### src/sv/mcip_pkg.sv
// types, constants and field helpers for the multi-link common info parser
// no dependencies; used by every module of the block
`timescale 1ns / 1ps

package mcip_pkg;

  localparam int unsigned NumOptional = 7;
  localparam logic [4:0]  MacEndPos   = 5'd7;
  localparam logic [4:0]  MacLastPos  = 5'd6;

  // subfield kinds, optional ones follow presence bit order
  typedef enum logic [2:0] {
    KIND_MAC  = 3'd0,
    KIND_LINK = 3'd1,
    KIND_CHG  = 3'd2,
    KIND_SYNC = 3'd3,
    KIND_EML  = 3'd4,
    KIND_MLD  = 3'd5,
    KIND_APID = 3'd6,
    KIND_EXT  = 3'd7
  } mcip_kind_e;

  // result codes
  localparam logic [4:0] CodeMac      = 5'd0;
  localparam logic [4:0] CodeLinkId   = 5'd1;
  localparam logic [4:0] CodeChgCnt   = 5'd2;
  localparam logic [4:0] CodeSyncBase = 5'd3;
  localparam logic [4:0] CodeEmlBase  = 5'd6;
  localparam logic [4:0] CodeMldBase  = 5'd12;
  localparam logic [4:0] CodeApId     = 5'd17;
  localparam logic [4:0] CodeExtBase  = 5'd18;

  // one completed subfield, handed from front to back
  typedef struct packed {
    mcip_kind_e  kind;
    logic [47:0] value;
    logic [4:0]  used;
    logic        last;
    logic        mismatch;
  } mcip_job_t;

  function automatic logic [1:0] sub_size(input logic [2:0] k);
    logic [1:0] s;
    case (k)
      3'd0, 3'd1, 3'd5: s = 2'd1;
      default:          s = 2'd2;
    endcase
    return s;
  endfunction

  function automatic logic [2:0] num_parts(input mcip_kind_e kind);
    logic [2:0] n;
    case (kind)
      KIND_SYNC: n = 3'd3;
      KIND_EML:  n = 3'd6;
      KIND_MLD:  n = 3'd5;
      KIND_EXT:  n = 3'd3;
      default:   n = 3'd1;
    endcase
    return n;
  endfunction

  function automatic logic [4:0] base_code(input mcip_kind_e kind);
    logic [4:0] c;
    case (kind)
      KIND_MAC:  c = CodeMac;
      KIND_LINK: c = CodeLinkId;
      KIND_CHG:  c = CodeChgCnt;
      KIND_SYNC: c = CodeSyncBase;
      KIND_EML:  c = CodeEmlBase;
      KIND_MLD:  c = CodeMldBase;
      KIND_APID: c = CodeApId;
      KIND_EXT:  c = CodeExtBase;
      default:   c = CodeMac;
    endcase
    return c;
  endfunction

  function automatic logic [47:0] part_value(input mcip_kind_e kind, input logic [2:0] part,
                                             input logic [47:0] value);
    logic [15:0] v;
    logic [47:0] r;
    v = value[15:0];
    r = '0;
    case (kind)
      KIND_MAC:  r = value;
      KIND_LINK: r[3:0] = v[3:0];
      KIND_CHG:  r[7:0] = v[7:0];
      KIND_APID: r[7:0] = v[7:0];
      KIND_SYNC: begin
        case (part)
          3'd0:    r[7:0] = v[7:0];
          3'd1:    r[3:0] = v[11:8];
          default: r[3:0] = v[15:12];
        endcase
      end
      KIND_EML: begin
        case (part)
          3'd0:    r[0]   = v[0];
          3'd1:    r[2:0] = v[3:1];
          3'd2:    r[2:0] = v[6:4];
          3'd3:    r[0]   = v[7];
          3'd4:    r[2:0] = v[10:8];
          default: r[3:0] = v[14:11];
        endcase
      end
      KIND_MLD: begin
        case (part)
          3'd0:    r[3:0] = v[3:0];
          3'd1:    r[0]   = v[4];
          3'd2:    r[1:0] = v[6:5];
          3'd3:    r[4:0] = v[11:7];
          default: r[0]   = v[12];
        endcase
      end
      KIND_EXT: begin
        case (part)
          3'd0:    r[0]   = v[0];
          3'd1:    r[3:0] = v[4:1];
          default: r[0]   = v[5];
        endcase
      end
      default: r = '0;
    endcase
    return r;
  endfunction

endpackage

### src/sv/mcip_if.sv
// valid/ready channel interfaces for the byte input and the subfield output
// no dependencies
`timescale 1ns / 1ps

interface mcip_in_if;
  logic       valid;
  logic       ready;
  logic       start_req;
  logic [6:0] presence_bits;
  logic [7:0] data_byte;

  modport source (output valid, output start_req, output presence_bits, output data_byte,
                  input ready);
  modport sink (input valid, input start_req, input presence_bits, input data_byte,
                output ready);
endinterface

interface mcip_out_if;
  logic        valid;
  logic        ready;
  logic [4:0]  field_code;
  logic [47:0] field_value;
  logic        last;
  logic        length_mismatch;
  logic [4:0]  bytes_used;

  modport source (output valid, output field_code, output field_value, output last,
                  output length_mismatch, output bytes_used, input ready);
  modport sink (input valid, input field_code, input field_value, input last,
                input length_mismatch, input bytes_used, output ready);
endinterface

### src/sv/mcip_front.sv
// front end: tracks byte position, assembles multi-byte subfields, emits jobs
// depends on mcip_pkg
`timescale 1ns / 1ps

module mcip_front
  import mcip_pkg::*;
(
  input  logic       clk_i,
  input  logic       rst_ni,
  input  logic       accept_i,
  input  logic       start_i,
  input  logic [6:0] presence_i,
  input  logic [7:0] byte_i,
  output logic       job_valid_o,
  output mcip_job_t  job_o
);

  logic        active_q, active_d;
  logic [4:0]  pos_q, pos_d;
  logic [6:0]  pres_q, pres_d;
  logic [7:0]  dlen_q, dlen_d;
  logic [47:0] asm_q, asm_d;

  logic [4:0]  used;
  logic [4:0]  end_pos;
  logic        found;
  logic [2:0]  which;
  logic        off_hi;
  logic        in_mac;

  // locate subfield holding the current byte and the field end
  always_comb begin
    logic [4:0] fs;
    logic [4:0] en;
    fs     = '0;
    en     = MacEndPos;
    found  = 1'b0;
    which  = '0;
    off_hi = 1'b0;
    for (int k = 0; k < NumOptional; k++) begin
      if (pres_q[k]) begin
        fs = en;
        en = en + {3'b0, sub_size(3'(k))};
        if (pos_q >= fs && pos_q < en) begin
          found  = 1'b1;
          which  = 3'(k);
          off_hi = (pos_q != fs);
        end
      end
    end
    end_pos = en;
  end

  assign used   = pos_q + 5'd1;
  assign in_mac = (pos_q < MacEndPos);

  always_comb begin
    active_d    = active_q;
    pos_d       = pos_q;
    pres_d      = pres_q;
    dlen_d      = dlen_q;
    asm_d       = asm_q;
    job_valid_o = 1'b0;
    job_o.kind     = KIND_MAC;
    job_o.value    = {asm_q[39:0], byte_i};
    job_o.used     = used;
    job_o.last     = (used >= end_pos);
    job_o.mismatch = (dlen_q != {3'b0, end_pos});
    if (accept_i) begin
      if (start_i) begin
        active_d = 1'b1;
        pres_d   = presence_i;
        dlen_d   = byte_i;
        pos_d    = 5'd1;
        asm_d    = '0;
      end else if (active_q) begin
        pos_d = used;
        if (used >= end_pos) begin
          active_d = 1'b0;
        end
        if (in_mac) begin
          asm_d       = {asm_q[39:0], byte_i};
          job_valid_o = (pos_q == MacLastPos);
        end else if (!found) begin
          active_d = 1'b0;
        end else if (sub_size(which) == 2'd2 && !off_hi) begin
          // low byte of a little-endian pair
          asm_d = {40'b0, byte_i};
        end else begin
          job_valid_o = 1'b1;
          job_o.kind  = mcip_kind_e'(which + 3'd1);
          job_o.value = (sub_size(which) == 2'd2) ? {32'b0, byte_i, asm_q[7:0]}
                                                  : {40'b0, byte_i};
        end
      end
    end
  end

  always_ff @(posedge clk_i or negedge rst_ni) begin
    if (!rst_ni) begin
      active_q <= 1'b0;
      pos_q    <= '0;
      pres_q   <= '0;
      dlen_q   <= '0;
      asm_q    <= '0;
    end else begin
      active_q <= active_d;
      pos_q    <= pos_d;
      pres_q   <= pres_d;
      dlen_q   <= dlen_d;
      asm_q    <= asm_d;
    end
  end

endmodule

### src/sv/mcip_queue.sv
// small job queue between front and back
// depends on mcip_pkg
`timescale 1ns / 1ps

module mcip_queue
  import mcip_pkg::*;
#(
  parameter int unsigned Depth = 4
) (
  input  logic      clk_i,
  input  logic      rst_ni,
  input  logic      push_i,
  input  mcip_job_t push_data_i,
  input  logic      pop_i,
  output logic      full_o,
  output logic      valid_o,
  output mcip_job_t head_o
);

  localparam int unsigned PtrW = (Depth > 1) ? $clog2(Depth) : 1;
  localparam int unsigned CntW = $clog2(Depth + 1);
  localparam logic [PtrW-1:0] LastPtr = PtrW'(Depth - 1);
  localparam logic [CntW-1:0] FullCnt = CntW'(Depth);
  localparam logic [PtrW-1:0] PtrOne  = PtrW'(1);
  localparam logic [CntW-1:0] CntOne  = CntW'(1);

  mcip_job_t       mem_q [Depth];
  logic [PtrW-1:0] wr_q, wr_d;
  logic [PtrW-1:0] rd_q, rd_d;
  logic [CntW-1:0] cnt_q, cnt_d;
  logic            do_push, do_pop;

  assign full_o  = (cnt_q == FullCnt);
  assign valid_o = (cnt_q != '0);
  assign head_o  = mem_q[rd_q];
  assign do_push = push_i && !full_o;
  assign do_pop  = pop_i && valid_o;

  always_comb begin
    wr_d  = wr_q;
    rd_d  = rd_q;
    cnt_d = cnt_q;
    if (do_push) begin
      wr_d = (wr_q == LastPtr) ? '0 : wr_q + PtrOne;
    end
    if (do_pop) begin
      rd_d = (rd_q == LastPtr) ? '0 : rd_q + PtrOne;
    end
    if (do_push && !do_pop) begin
      cnt_d = cnt_q + CntOne;
    end else if (do_pop && !do_push) begin
      cnt_d = cnt_q - CntOne;
    end
  end

  always_ff @(posedge clk_i) begin
    if (do_push) begin
      mem_q[wr_q] <= push_data_i;
    end
  end

  always_ff @(posedge clk_i or negedge rst_ni) begin
    if (!rst_ni) begin
      wr_q  <= '0;
      rd_q  <= '0;
      cnt_q <= '0;
    end else begin
      wr_q  <= wr_d;
      rd_q  <= rd_d;
      cnt_q <= cnt_d;
    end
  end

endmodule

### src/sv/mcip_back.sv
// back end: splits each job into its code/value result beats
// depends on mcip_pkg and mcip_if
`timescale 1ns / 1ps

module mcip_back
  import mcip_pkg::*;
(
  input  logic      clk_i,
  input  logic      rst_ni,
  input  logic      job_valid_i,
  input  mcip_job_t job_i,
  output logic      pop_o,
  mcip_out_if.source out_o
);

  logic [2:0] part_q, part_d;
  logic       final_part;
  logic       fire;

  assign final_part = (part_q == num_parts(job_i.kind) - 3'd1);
  assign fire       = out_o.valid && out_o.ready;
  assign pop_o      = fire && final_part;

  assign out_o.valid           = job_valid_i;
  assign out_o.field_code      = base_code(job_i.kind) + {2'b0, part_q};
  assign out_o.field_value     = part_value(job_i.kind, part_q, job_i.value);
  assign out_o.last            = job_i.last && final_part;
  assign out_o.length_mismatch = job_i.last && final_part && job_i.mismatch;
  assign out_o.bytes_used      = job_i.used;

  always_comb begin
    part_d = part_q;
    if (fire) begin
      part_d = final_part ? 3'd0 : part_q + 3'd1;
    end
  end

  always_ff @(posedge clk_i or negedge rst_ni) begin
    if (!rst_ni) begin
      part_q <= '0;
    end else begin
      part_q <= part_d;
    end
  end

endmodule

### src/sv/mle_common_info_parser_unit.sv
// Common Info parser for the Basic Multi-Link element. Takes one byte per beat: a beat with
// start_req carries the length byte and the presence bitmap, then the six MLD MAC address
// bytes and the optional subfields follow. Each completed subfield comes out as one or more
// code/value beats; the final beat of a field carries last and the length check. The input
// takes a byte every cycle as long as the job queue (QueueDepth entries) has room; the output
// side gives one result beat per cycle while out_o.ready is high, so a byte that completes
// a subfield of n parts holds the back end for n beats (up to six for the EML capabilities)
// and the queue absorbs that. Each job is registered in the queue before its beats appear.
// depends on mcip_pkg, mcip_if, mcip_front, mcip_queue, mcip_back
`timescale 1ns / 1ps

module mle_common_info_parser_unit
  import mcip_pkg::*;
#(
  parameter int unsigned QueueDepth = 4
) (
  input  logic       clk_i,
  input  logic       rst_ni,
  mcip_in_if.sink    in_i,
  mcip_out_if.source out_o
);

  logic      full;
  logic      accept;
  logic      job_valid;
  mcip_job_t job;
  logic      head_valid;
  mcip_job_t head;
  logic      pop;

  assign in_i.ready = !full;
  assign accept     = in_i.valid && !full;

  mcip_front u_front (
    .clk_i       (clk_i),
    .rst_ni      (rst_ni),
    .accept_i    (accept),
    .start_i     (in_i.start_req),
    .presence_i  (in_i.presence_bits),
    .byte_i      (in_i.data_byte),
    .job_valid_o (job_valid),
    .job_o       (job)
  );

  mcip_queue #(
    .Depth (QueueDepth)
  ) u_queue (
    .clk_i       (clk_i),
    .rst_ni      (rst_ni),
    .push_i      (job_valid),
    .push_data_i (job),
    .pop_i       (pop),
    .full_o      (full),
    .valid_o     (head_valid),
    .head_o      (head)
  );

  mcip_back u_back (
    .clk_i       (clk_i),
    .rst_ni      (rst_ni),
    .job_valid_i (head_valid),
    .job_i       (head),
    .pop_o       (pop),
    .out_o       (out_o)
  );

endmodule

### src/flat_wrapper.sv
// flat-port wrapper written by rule: the top's interface ports become plain ports
module mle_common_info_parser_unit_flat import mcip_pkg::*;
#(
  parameter int unsigned QueueDepth = 4
)
  (clk_i, rst_ni, in_i_valid, in_i_start_req, in_i_presence_bits, in_i_data_byte, in_i_ready, out_o_valid, out_o_field_code, out_o_field_value, out_o_last, out_o_length_mismatch, out_o_bytes_used, out_o_ready);
  mcip_in_if in_i_i ();
  mcip_out_if out_o_i ();
  input  logic clk_i;
  input  logic rst_ni;
  input wire logic [$bits(in_i_i.valid)-1:0] in_i_valid;
  input wire logic [$bits(in_i_i.start_req)-1:0] in_i_start_req;
  input wire logic [$bits(in_i_i.presence_bits)-1:0] in_i_presence_bits;
  input wire logic [$bits(in_i_i.data_byte)-1:0] in_i_data_byte;
  output wire logic [$bits(in_i_i.ready)-1:0] in_i_ready;
  output wire logic [$bits(out_o_i.valid)-1:0] out_o_valid;
  output wire logic [$bits(out_o_i.field_code)-1:0] out_o_field_code;
  output wire logic [$bits(out_o_i.field_value)-1:0] out_o_field_value;
  output wire logic [$bits(out_o_i.last)-1:0] out_o_last;
  output wire logic [$bits(out_o_i.length_mismatch)-1:0] out_o_length_mismatch;
  output wire logic [$bits(out_o_i.bytes_used)-1:0] out_o_bytes_used;
  input wire logic [$bits(out_o_i.ready)-1:0] out_o_ready;
  assign in_i_i.valid = in_i_valid;
  assign in_i_i.start_req = in_i_start_req;
  assign in_i_i.presence_bits = in_i_presence_bits;
  assign in_i_i.data_byte = in_i_data_byte;
  assign in_i_ready = in_i_i.ready;
  assign out_o_valid = out_o_i.valid;
  assign out_o_field_code = out_o_i.field_code;
  assign out_o_field_value = out_o_i.field_value;
  assign out_o_last = out_o_i.last;
  assign out_o_length_mismatch = out_o_i.length_mismatch;
  assign out_o_bytes_used = out_o_i.bytes_used;
  assign out_o_i.ready = out_o_ready;
  mle_common_info_parser_unit #(.QueueDepth(QueueDepth)) u_core (.clk_i(clk_i), .rst_ni(rst_ni), .in_i(in_i_i), .out_o(out_o_i));
endmodule
### config.mk
export PLATFORM = sky130hd
export DESIGN_NAME = mle_common_info_parser_unit_flat
export DESIGN_NICKNAME = d
export VERILOG_FILES = /design/src/sv/mcip_pkg.sv /design/src/sv/mcip_if.sv /design/src/sv/mcip_front.sv /design/src/sv/mcip_queue.sv /design/src/sv/mcip_back.sv /design/src/sv/mle_common_info_parser_unit.sv /design/src/flat_wrapper.sv
export SDC_FILE = /design/constraint.sdc
export NUM_CORES = 1
export LEC_CHECK = 0
export ABC_AREA = 1
export ABC_CLOCK_PERIOD_IN_PS = 19200
export BUFFER_PORTS_ARGS = -buffer_cell sky130_fd_sc_hd__clkbuf_2
export CAP_MARGIN = 20
export CORE_UTILIZATION = 44
export DETAILED_ROUTE_END_ITERATION = 6
export PLACE_DENSITY = 0.57
export SYNTH_ARGS = -nofsm -noshare
export SYNTH_HDL_FRONTEND = slang
export SYNTH_SLANG_ARGS = --single-unit
### constraint.sdc
create_clock -name clk_i -period 19.2 [get_ports clk_i]
set_input_delay 3.84 -clock clk_i [delete_from_list [all_inputs] [get_ports clk_i]]
set_output_delay 3.84 -clock clk_i [all_outputs]
set_load 0.1 [all_outputs]
==> results.ini <==
[logic_synthesis]
yosysMostFrequentCell=sky130_fd_sc_hd__nand2_1
synthTopCellsByArea=sky130_fd_sc_hd__edfxtp_1, sky130_fd_sc_hd__dfrtp_1, sky130_fd_sc_hd__nand2_1
netlist_top_cells_count=sky130_fd_sc_hd__nand2_1, sky130_fd_sc_hd__edfxtp_1, sky130_fd_sc_hd__nor2_1
netlist.top_cell.by_area=sky130_fd_sc_hd__edfxtp_1
asyncSetResetFlopFracSynth_pct=23.4
synth_edf_count=232
netlist_area_sq_um=15200
synth_sequential_area_ratio_pct=57.4
yosys_most_used_dff=sky130_fd_sc_hd__edfxtp_1
post-synth-top-area-fraction_pct=45.7
ys_seq_elements=303
post_synth_inst_count=1543
synthesis.area_per_instance_sq_um=9.88
netlist-cell-type-count=55
yosys_warnings=0

[sta]
timing_hold_violations_final=0
post-route-min-period_ns=9.02
grt_setup_unrepaired=no
final-setup-viol-count=0
final.period_utilization_pct=47.0
max-slew-margin-rel_pct=27.2
worst_slew_pin_slew_ns=1.09
final.hold.worst_slack_ns=0.475
tns_ns=0
achievable-frequency_ghz=0.111
maxSlewViolCount=0
skew_ns=0.0219

[finish]
num_antenna_cells=0
drive_above_1_share_pct=12.6
total_area_of_sequential_cells_sq_um=8750
final_nets=1697
multiInputGateArea_sq_um=5810
number_of_inserted_filler_cells_in_the_final_layout=3110
fin_area_sq_um=17200
flow.area_growth_from_synthesis_pct=12.9

[global_routing]
via_count_of_the_first_global_routing_pass=10857
grt_start_max_net_pins=84
grt.overflow.total=0
globalRouteMet1Util_pct=29.3
groute.layer.met2.usage_pct=35.9
globalRouteTotalUtil_pct=21.3
global_route_wire_length_before_repair_microns=59700
groute.layer.met3.usage_pct=2.79
antenna_found_initial=0
grt_busiest_layer=met2

[clocking]
num_clock_sinks=303
root_buffer=sky130_fd_sc_hd__clkbuf_16
clkSlewWorstSetupHoldPaths_ns=0.06
cts.htree.levels=2
cts_resized=0
post-cts-setup-buffers=0
holdBufCountCts=0
clock_tree_from_tritoncts=built
cts_made_buffers=34
worstSkewPairLatency_ns=0.51
clock_path_buffers=3

[placed_design]
place.gp.congestion=0.821
port_buffers=81
hpwl_microns=23600
postPlaceCellArea_sq_um=16100

[detailed_routing]
routed_wire_length_per_instance_microns=17.8
detailedRoute.firstIterationViolations=708
detailed_route_wire_length_microns=36900
drt_drc_violations_left=1
detail-route-antenna-nets=0
post_drt_via_cell_ratio=5.35
detailroute.via_count=11127
drt_first_pass_iters=7

[die]
chipWidth_microns=188
ios=82
num_rows=67
fp.coreArea_sq_um=33800
die_area_sq_um=35400
die_h_microns=188
effective_utilization_at_floorplan_pct=45.1

[worst_setup_path]
critical_path_start_end_classification=register to primary output
required_ns=15.36
timing.critical_path.fanout_max=65
r2r_slack_ns=11.61
timing.critical_path.arrival_ns=5.18
worst_setup_path_end_kind=primary output
worst_setup_path_start_kind=register

[run]
max_cap_violations=0

[worst_hold_path]
holdCritPathClass=register to register

[status]
run_status=finished with violations
violations=DRC

## final timing paths
| path | end | depth (start not counted) | start |
|---|---|---|---|
| setup / recovery | out_o_length_mismatch | 13 | u_core.u_queue.rd_q[0] |
| hold / removal | u_core.u_front.asm_q[38] | 2 | u_core.u_front.asm_q[38] |
| setup reg to reg | u_core.u_queue.mem_q[3][22] | 26 | u_core.u_front.pres_q[0] |
| hold reg to reg | u_core.u_front.asm_q[38] | 2 | u_core.u_front.asm_q[38] |
| max in group asynchronous | u_core.u_queue.rd_q[0] | 2 | rst_ni |
| min in group asynchronous | u_core.u_back.part_q[0] | 1 | rst_ni |
## through the flow
stage	std cells	util [%]	setup WS, ns
2_1_floorplan	1544	-	8.78
3_3_place_gp	2016	47.5	10.71
3_5_place_dp	2016	47.5	10.66
4_1_cts	2078	50.9	10.11
5_1_grt	2078	50.9	9.68
6_report	2078	50.9	10.18
## cells by family after synthesis
group                    Yosys count  share of synthesized area, %
other                              1                        0.0246
buffers and inverters            185                          4.83
AND/OR/NAND/NOR                  648                          18.6
AO/OA/AOI/OAI                    316                          12.1
XOR/XNOR                          17                         0.977
adder cells (fa/ha/maj)           73                          6.09
flip-flops                       303                          57.4
## registers in the layout (all words and copies together) (netlist names)
name and count:
u_core.u_back.part_q 3, u_core.u_front.active_q 1, u_core.u_front.asm_q 40, u_core.u_front.dlen_q 8, u_core.u_front.pos_q 5, u_core.u_front.pres_q 7, u_core.u_queue.cnt_q 3, u_core.u_queue.mem_q 232
u_core.u_queue.rd_q 2, u_core.u_queue.wr_q 2
## cell type report
type                            count  area share, %
Timing Repair Buffer               95           2.98
Sequential cell                   303           50.8
Inverter                          114           2.49
Clock buffer                       48           5.54
Tap cell                          448           3.26
Multi-Input combinational cell   1056           33.8
Clock inverter                     14           1.11
## cells in the final DEF (no fill, tap or decap), types with 4 or more instances in the layout
master / n
sky130_fd_sc_hd__o21ai_1: 16
sky130_fd_sc_hd__edfxtp_1: 232
sky130_fd_sc_hd__a21oi_1: 86
sky130_fd_sc_hd__clkinv_2: 5
sky130_fd_sc_hd__dfrtp_1: 69
sky130_fd_sc_hd__nand3_2: 8
sky130_fd_sc_hd__buf_4: 15
sky130_fd_sc_hd__ha_1: 71
sky130_fd_sc_hd__clkbuf_1: 9
sky130_fd_sc_hd__nand2_1: 259
sky130_fd_sc_hd__nand4_1: 53
sky130_fd_sc_hd__o22ai_1: 9
sky130_fd_sc_hd__or2_2: 9
sky130_fd_sc_hd__clkinv_1: 5
sky130_fd_sc_hd__nand3_1: 47
sky130_fd_sc_hd__inv_1: 105
sky130_fd_sc_hd__inv_2: 5
sky130_fd_sc_hd__nor2_1: 232
sky130_fd_sc_hd__o21ai_0: 124
sky130_fd_sc_hd__xnor2_1: 5
sky130_fd_sc_hd__clkbuf_8: 5
sky130_fd_sc_hd__nand2_2: 20
sky130_fd_sc_hd__a32o_1: 8
sky130_fd_sc_hd__clkbuf_2: 80
sky130_fd_sc_hd__clkbuf_16: 34
sky130_fd_sc_hd__o211ai_1: 9
sky130_fd_sc_hd__bufinv_16: 4
sky130_fd_sc_hd__a21boi_1: 30
sky130_fd_sc_hd__xor2_1: 12
sky130_fd_sc_hd__nor3_1: 7
## critical path: stages, from the launching register on
cell and delay, ns:
sky130_fd_sc_hd__dfrtp_4 0.66, sky130_fd_sc_hd__inv_2 0.83, sky130_fd_sc_hd__buf_4 0.60, sky130_fd_sc_hd__nand2_1 0.13, sky130_fd_sc_hd__a32oi_2 0.41, sky130_fd_sc_hd__inv_1 0.12
sky130_fd_sc_hd__ha_1 0.23, sky130_fd_sc_hd__nand2_1 0.17, sky130_fd_sc_hd__a21oi_1 0.11, sky130_fd_sc_hd__xor2_1 0.16, sky130_fd_sc_hd__nand2_1 0.07, sky130_fd_sc_hd__o211ai_1 0.18
sky130_fd_sc_hd__a2111oi_0 0.43, sky130_fd_sc_hd__clkbuf_2 0.54
## routing by layer
metal  routed length [microns]  vias to the layer above
met5                         0                        -
met4                       571                        0
met3                      1470                       46
met2                     17600                      246
met1                     17300                     5344
li1                          -                     5491
Power is left out: the tool's default activity adds up to more than one toggle a clock period on the data nets, which glitch-free logic cannot reach.
